===== src/rtl/core/pcvas_pkg.sv =====
`timescale 1ns / 1ps

package pcvas_pkg;

  // Coordinate format: two's complement, 1/1024 m steps.
  localparam int COORD_WIDTH = 24;
  // Wide coordinates are scaled down so that each difference fits 25 bits.
  localparam int RED_SHIFT   = (COORD_WIDTH > 24) ? (COORD_WIDTH - 24) : 0;
  localparam int DIFF_W      = COORD_WIDTH + 1 - RED_SHIFT;
  localparam int PROD_W      = 2 * DIFF_W;
  localparam int FRAC_SHIFT  = 12;

  // Square-root pipeline, used by every instance: 62-bit radicand, 31-bit root.
  localparam int SQ_IN_W  = 62;
  localparam int SQ_OUT_W = 31;

  localparam int DEN_W = 2 * SQ_OUT_W;
  localparam int REM_W = DEN_W + 2;
  localparam int Q_W   = 17;
  localparam logic [Q_W-1:0] Q_ONE = 17'd65536;
  localparam int SQ_W  = 2 * Q_W;

  localparam int CX_W = 34;
  localparam int Z_W  = 27;
  localparam int CORDIC_STEPS = 24;
  localparam logic signed [Z_W-1:0] ANG_ONE_PI  = 27'sd16777216;
  localparam logic signed [Z_W-1:0] ANG_HALF_PI = 27'sd8388608;

  // Pipeline depth from input register to output register.
  localparam int LAT = 112;

  localparam int CFG_IDX_W = 3;

  typedef enum logic [CFG_IDX_W-1:0] {
    CFG_SRC_POSE_X = 3'd0,
    CFG_SRC_POSE_Y = 3'd1,
    CFG_SRC_POSE_Z = 3'd2,
    CFG_TGT_POSE_X = 3'd3,
    CFG_TGT_POSE_Y = 3'd4,
    CFG_TGT_POSE_Z = 3'd5
  } cfg_reg_t;

  // atan(2^-i) in units of pi / 2^24.
  function automatic logic signed [Z_W-1:0] atan_step(input int i);
    logic signed [Z_W-1:0] a;
    a = '0;
    unique case (i)
      0:  a = 27'sd4194304;
      1:  a = 27'sd2476042;
      2:  a = 27'sd1308273;
      3:  a = 27'sd664100;
      4:  a = 27'sd333339;
      5:  a = 27'sd166832;
      6:  a = 27'sd83436;
      7:  a = 27'sd41721;
      8:  a = 27'sd20861;
      9:  a = 27'sd10430;
      10: a = 27'sd5215;
      11: a = 27'sd2608;
      12: a = 27'sd1304;
      13: a = 27'sd652;
      14: a = 27'sd326;
      15: a = 27'sd163;
      16: a = 27'sd81;
      17: a = 27'sd41;
      18: a = 27'sd20;
      19: a = 27'sd10;
      20: a = 27'sd5;
      21: a = 27'sd3;
      22: a = 27'sd1;
      23: a = 27'sd1;
      default: a = '0;
    endcase
    return a;
  endfunction

endpackage


===== src/rtl/core/pcvas_isqrt.sv =====
`timescale 1ns / 1ps

// Floor square root, one result bit per register stage.
module pcvas_isqrt (
  input  logic                          clk,
  input  logic                          en,
  input  logic [pcvas_pkg::SQ_IN_W-1:0] radicand,
  output logic [pcvas_pkg::SQ_OUT_W-1:0] root
);

  logic [pcvas_pkg::SQ_IN_W-1:0] n_r [pcvas_pkg::SQ_OUT_W];
  logic [pcvas_pkg::SQ_IN_W-1:0] r_r [pcvas_pkg::SQ_OUT_W];

  for (genvar k = 0; k < pcvas_pkg::SQ_OUT_W; k++) begin : g_stage
    localparam logic [pcvas_pkg::SQ_IN_W-1:0] BIT =
      pcvas_pkg::SQ_IN_W'(1) << (2 * (pcvas_pkg::SQ_OUT_W - 1 - k));
    logic [pcvas_pkg::SQ_IN_W-1:0] n_in;
    logic [pcvas_pkg::SQ_IN_W-1:0] r_in;
    logic [pcvas_pkg::SQ_IN_W:0]   trial;
    logic [pcvas_pkg::SQ_IN_W-1:0] n_nxt;
    logic [pcvas_pkg::SQ_IN_W-1:0] r_nxt;

    if (k == 0) begin : g_first
      assign n_in = radicand;
      assign r_in = '0;
    end else begin : g_rest
      assign n_in = n_r[k-1];
      assign r_in = r_r[k-1];
    end

    always_comb begin
      trial = {1'b0, r_in} + {1'b0, BIT};
      if ({1'b0, n_in} >= trial) begin
        n_nxt = n_in - trial[pcvas_pkg::SQ_IN_W-1:0];
        r_nxt = (r_in >> 1) + BIT;
      end else begin
        n_nxt = n_in;
        r_nxt = r_in >> 1;
      end
    end

    always_ff @(posedge clk) begin
      if (en) begin
        n_r[k] <= n_nxt;
        r_r[k] <= r_nxt;
      end
    end
  end

  assign root = r_r[pcvas_pkg::SQ_OUT_W-1][pcvas_pkg::SQ_OUT_W-1:0];

endmodule

===== config.mk =====
export PLATFORM = sky130hd
export DESIGN_NAME = pcvas_isqrt
export DESIGN_NICKNAME = d
export VERILOG_FILES = /design/src/rtl/core/pcvas_pkg.sv /design/src/rtl/core/pcvas_isqrt.sv
export SDC_FILE = /design/constraint.sdc
export NUM_CORES = 2
export LEC_CHECK = 0
export BUFFER_PORTS_ARGS = -buffer_cell sky130_fd_sc_hd__buf_2
export CELL_PAD_IN_SITES_DETAIL_PLACEMENT = 0
export CELL_PAD_IN_SITES_GLOBAL_PLACEMENT = 2
export CORE_MARGIN = 1
export CORE_UTILIZATION = 49
export DETAILED_ROUTE_END_ITERATION = 6
export PLACE_DENSITY = 0.82
export SYNTH_ARGS = -nofsm -noshare
export SYNTH_HDL_FRONTEND = slang
export SYNTH_SLANG_ARGS = --single-unit

===== constraint.sdc =====
create_clock -name clk -period 9.4 [get_ports clk]
set_clock_uncertainty 0.2 [all_clocks]
set_input_delay 0 -clock clk [delete_from_list [all_inputs] [get_ports clk]]
set_output_delay 0 -clock clk [all_outputs]
set_load 0.02 [all_outputs]

==> out/summary.md <==
The run finished with clean final reports. The area used by multi-input combinational logic was 39240 um^2. The tree is rooted in a clkbuf_16.

The arrival time reported for the critical path endpoint came out at 5420 ps. Compared with the post-synthesis result, the final layout area differs by 12.45%. Across all layers, the routed design uses 73130 vias. The total wire length came out at 309100 um. The worst-case vdd ir drop came out at 0.1763 mV.

For the finished layout, the period the worst path requires is 4999 ps. Across every metal layer, demand over resource in global routing totals 26.37%. The tools report the number of placement rows as 175.

The via count of the first global-routing pass is 70030. In this design, the stage delay of the slowest critical-path cell is 780 ps. For the pin with the worst max-slew slack, the measured transition is 1181 ps. In this run the horizontal extent of the chip is 482.4 um. In the routed layout, each cell is associated on average with a via count of 5.822.

For the number of buffers added for setup after CTS, the log shows 0. The number of synthesized register bits is 2356, and the number of synthesized flops with an enable pin is 2356. The first TritonRoute pass finished after 6 iterations.

After the last flow step, the layout net total stands at 9952. The count of endpoints failing hold in the final timing report is 0, and the fraction of layout cells with a size suffix above 1 is 7.187%. The count of antenna-violating nets left after detailed routing was 0.

edfxtp_1 takes more of the synthesized area than any other cell. The most used flip-flop cell after synthesis is edfxtp_1. Max-capacitance violation count: 0. The tools report the leakage component of the power as 47.35 nW.

Net switching is 29.97% of the power. Number of antenna violations at the first check in global routing: 16. For this design the ratio of total power to cell area is 249.2 nW/um^2. Walking the worst path, the cells encountered are inv_1 > ha_1 > and3_1 > nand4_1 > nor4_1 > a211oi_1 > or4b_1 > nand2_1 > inv_2 > o2111ai_1 > o41ai_1 > o21ai_0.

In the routed design, unresolved DRC markers number 0. Measured against its own limit, the worst slew margin works out to 20.56%. Of the total power, the clock network draws 32.8%. The die is 482.4 um tall. Setup repair after global routing left no endpoint under its margin. STA classifies the critical path endpoint as a flop. Final hold analysis gives a worst-case slack of 47.68 ps.

Yosys attributes the largest share of cell area to edfxtp_1 (63%), ha_1 (5.8%), xnor2_1 (3.4%). Total core area: 228400 um^2. TritonCTS built the clock tree. The worst hold path belongs to the class in -> reg. The pin count of the biggest net entering global routing is 189, and the register clock-pin slew on the reported worst setup and hold paths is 60 ps. The worst setup path is of the reg -> reg kind. The quantity of gates resized following cts was 0; the HPWL after detailed placement was 232700 um. The tools report the number of distinct library cell variants in the gate-level netlist after synthesis as 96. For the final routed database, the setup TNS stands at 0 ps. The logs give 9.494 mW for the net switching power figure and 11970 for the number of instances in the placed design.

Clock latency on the worst-skew pair, taken at its later pin, is 920 ps. Counting the fill cells in the layout gives 18770. The cell with the biggest individual delay on the critical path was inv_2. The sequential cell area fraction in the yosys report is 62.57%, and the final global-route overflow total is 0. The tools report the number of failing setup endpoints in the final timing report as 0. Area of the die: 232700 um^2.

Data on the critical path is required at its endpoint by 9820 ps. The maximum achievable frequency came out at 200.0 MHz. The count of final max-slew check failures was 0.

The Yosys step of the flow raised 0 warnings. Across the whole layout, storage elements account for 70750 um^2. The weighted congestion at the end of routability-driven global placement is 0.9102, and the top cell type's share of synthesized area is 62.57%. The library cells used most frequently in the layout, excluding fill and tap cells, are edfxtp_1 (2356), inv_1 (654), nand2_1 (591). The mean area per synthesized cell came out at 12.57 um^2. The detail-routed net length per standard cell came out at 24.61 um. After synthesis the cells add up to 113100 um^2. The hold buffer count at cts is 128. The I/O pin count was 95; the total number of H-tree levels was 5. The worst setup path is launched from a flop.

The finished layout holds 12560 standard cells, fillers aside. In this run, the combinational gates consume 21.1% of the power. The sequential group share of total power was 46.1%.

Cell internal power was estimated by the tool at 22.19 mW. In this run the tool buffered the top-level ports with 94 buffer cells. The deepest clock path buffer count was 4. The tools report the number of instances in the synthesized netlist as 8995. TritonCTS created 276 clock buffers. In the finished design, the share of the clock period the worst path needs comes to 53.18%.

The initial core utilization came out at 49.51%. Counting every sink on the clock net gives 2356. Along the worst path, the maximum fanout reaches 46.

The tools report the DRC violation total after the first TritonRoute iteration as 7135. The tools report the wire length of the first global-routing pass as 455600 um. The proportion of register bits with asynchronous set or reset after synthesis works out to 0%. The library cell used most frequently in the layout, excluding fill and tap cells, is edfxtp_1. Counting every net in the synthesized netlist gives 9584.
==> power by group through the flow <==
stage | Sequential, mW | Combinational (mW) | Clock (mW)
finish | 14.6 | 6.67 | 10.4
global route | 14.7 | 7.33 | 11.0
CTS | 14.6 | 6.61 | 10.6
detailed placement | 14.8 | 6.51 | 0
global placement | 14.8 | 6.52 | 0
floorplan | 14.1 | 4.58 | 0
==> cell families (layout without fill, tap and decap cells) <==
family,count (synthesis),after routing,synth area share (%)
compound gates,1707,1707,9.337
xor+xnor,817,817,6.328
fa+ha+maj,525,525,5.809
buf+inv,833,1383,2.785
flops,2356,2356,62.57
mux,93,93,0.9107
other cells,0,6,0
simple gates,2664,2664,12.26
==> worst paths after layout <==
| path | from | endpoint | slack, ps | cells past startpoint |
|---|---|---|---|---|
| worst max-delay path | r_r[1][519] | n_r[1][612] | 4400 | 12 |
| worst min-delay path | en | n_r[1][602] | 50 | 2 |
| worst max register to register | r_r[1][519] | n_r[1][612] | 4400 | 12 |
| worst min register to register | n_r[0][198] | n_r[0][260] | 220 | 0 |
==> sequential cells by signal, summed over array words and instances (netlist names) <==
| name | cells |
|---|---|
| n_r | 1860 |
| r_r | 496 |
==> synthesized netlist by cell type (all sizes together), types with 158 or more instances <==
cell    number
edfxtp    2356
a21oi      548
nor2       570
ha         525
nand2      591
inv        658
nand3      158
a21o       201
nor4       318
xor2       375
xnor2      442
nor3       235
o21ai      440
==> routing by layer <==
metal | track usage, % | wire length, um | vias to the layer above
met5 | 0 | 23 | -
met4 | 5.972 | 6553 | 4
met3 | 3.749 | 19450 | 382
met2 | 39.13 | 133300 | 2235
met1 | 40.79 | 149800 | 36050
li1 | - | - | 34460
==> critical path, delay by kind of cell, from the launching register on <==
family	cells	cell delay [ps]
adder cells (fa/ha/maj)	1	370
AO/OA/AOI/OAI	4	1320
AND/OR/NAND/NOR	5	1530
flip-flops	1	450
buffers and inverters	2	850
==> cell type report <==
cell class / count / share of cell area (%)
repair buffers: 265 / 1.752
flip-flops and latches: 2356 / 55.64
clock inverters: 129 / 1.116
well taps: 3009 / 2.961
diodes: 6 / 0.01181
inverters: 658 / 1.943
clock buffers: 331 / 5.711
multi-input cells: 5806 / 30.86
==> stage by stage <==
stage	power (mW)	area [um^2]	setup slack, ps	util (%)
finish	31.68	127100	4401	55.68
detailed placement	21.29	117200	4339	51.31
CTS	31.81	127100	4398	55.67
global placement	21.30	117200	4386	51.31
global route	33.04	127100	4149	55.67
floorplan	18.66	113100	5710	-
Note: power is estimated with default switching activity, not from simulation.
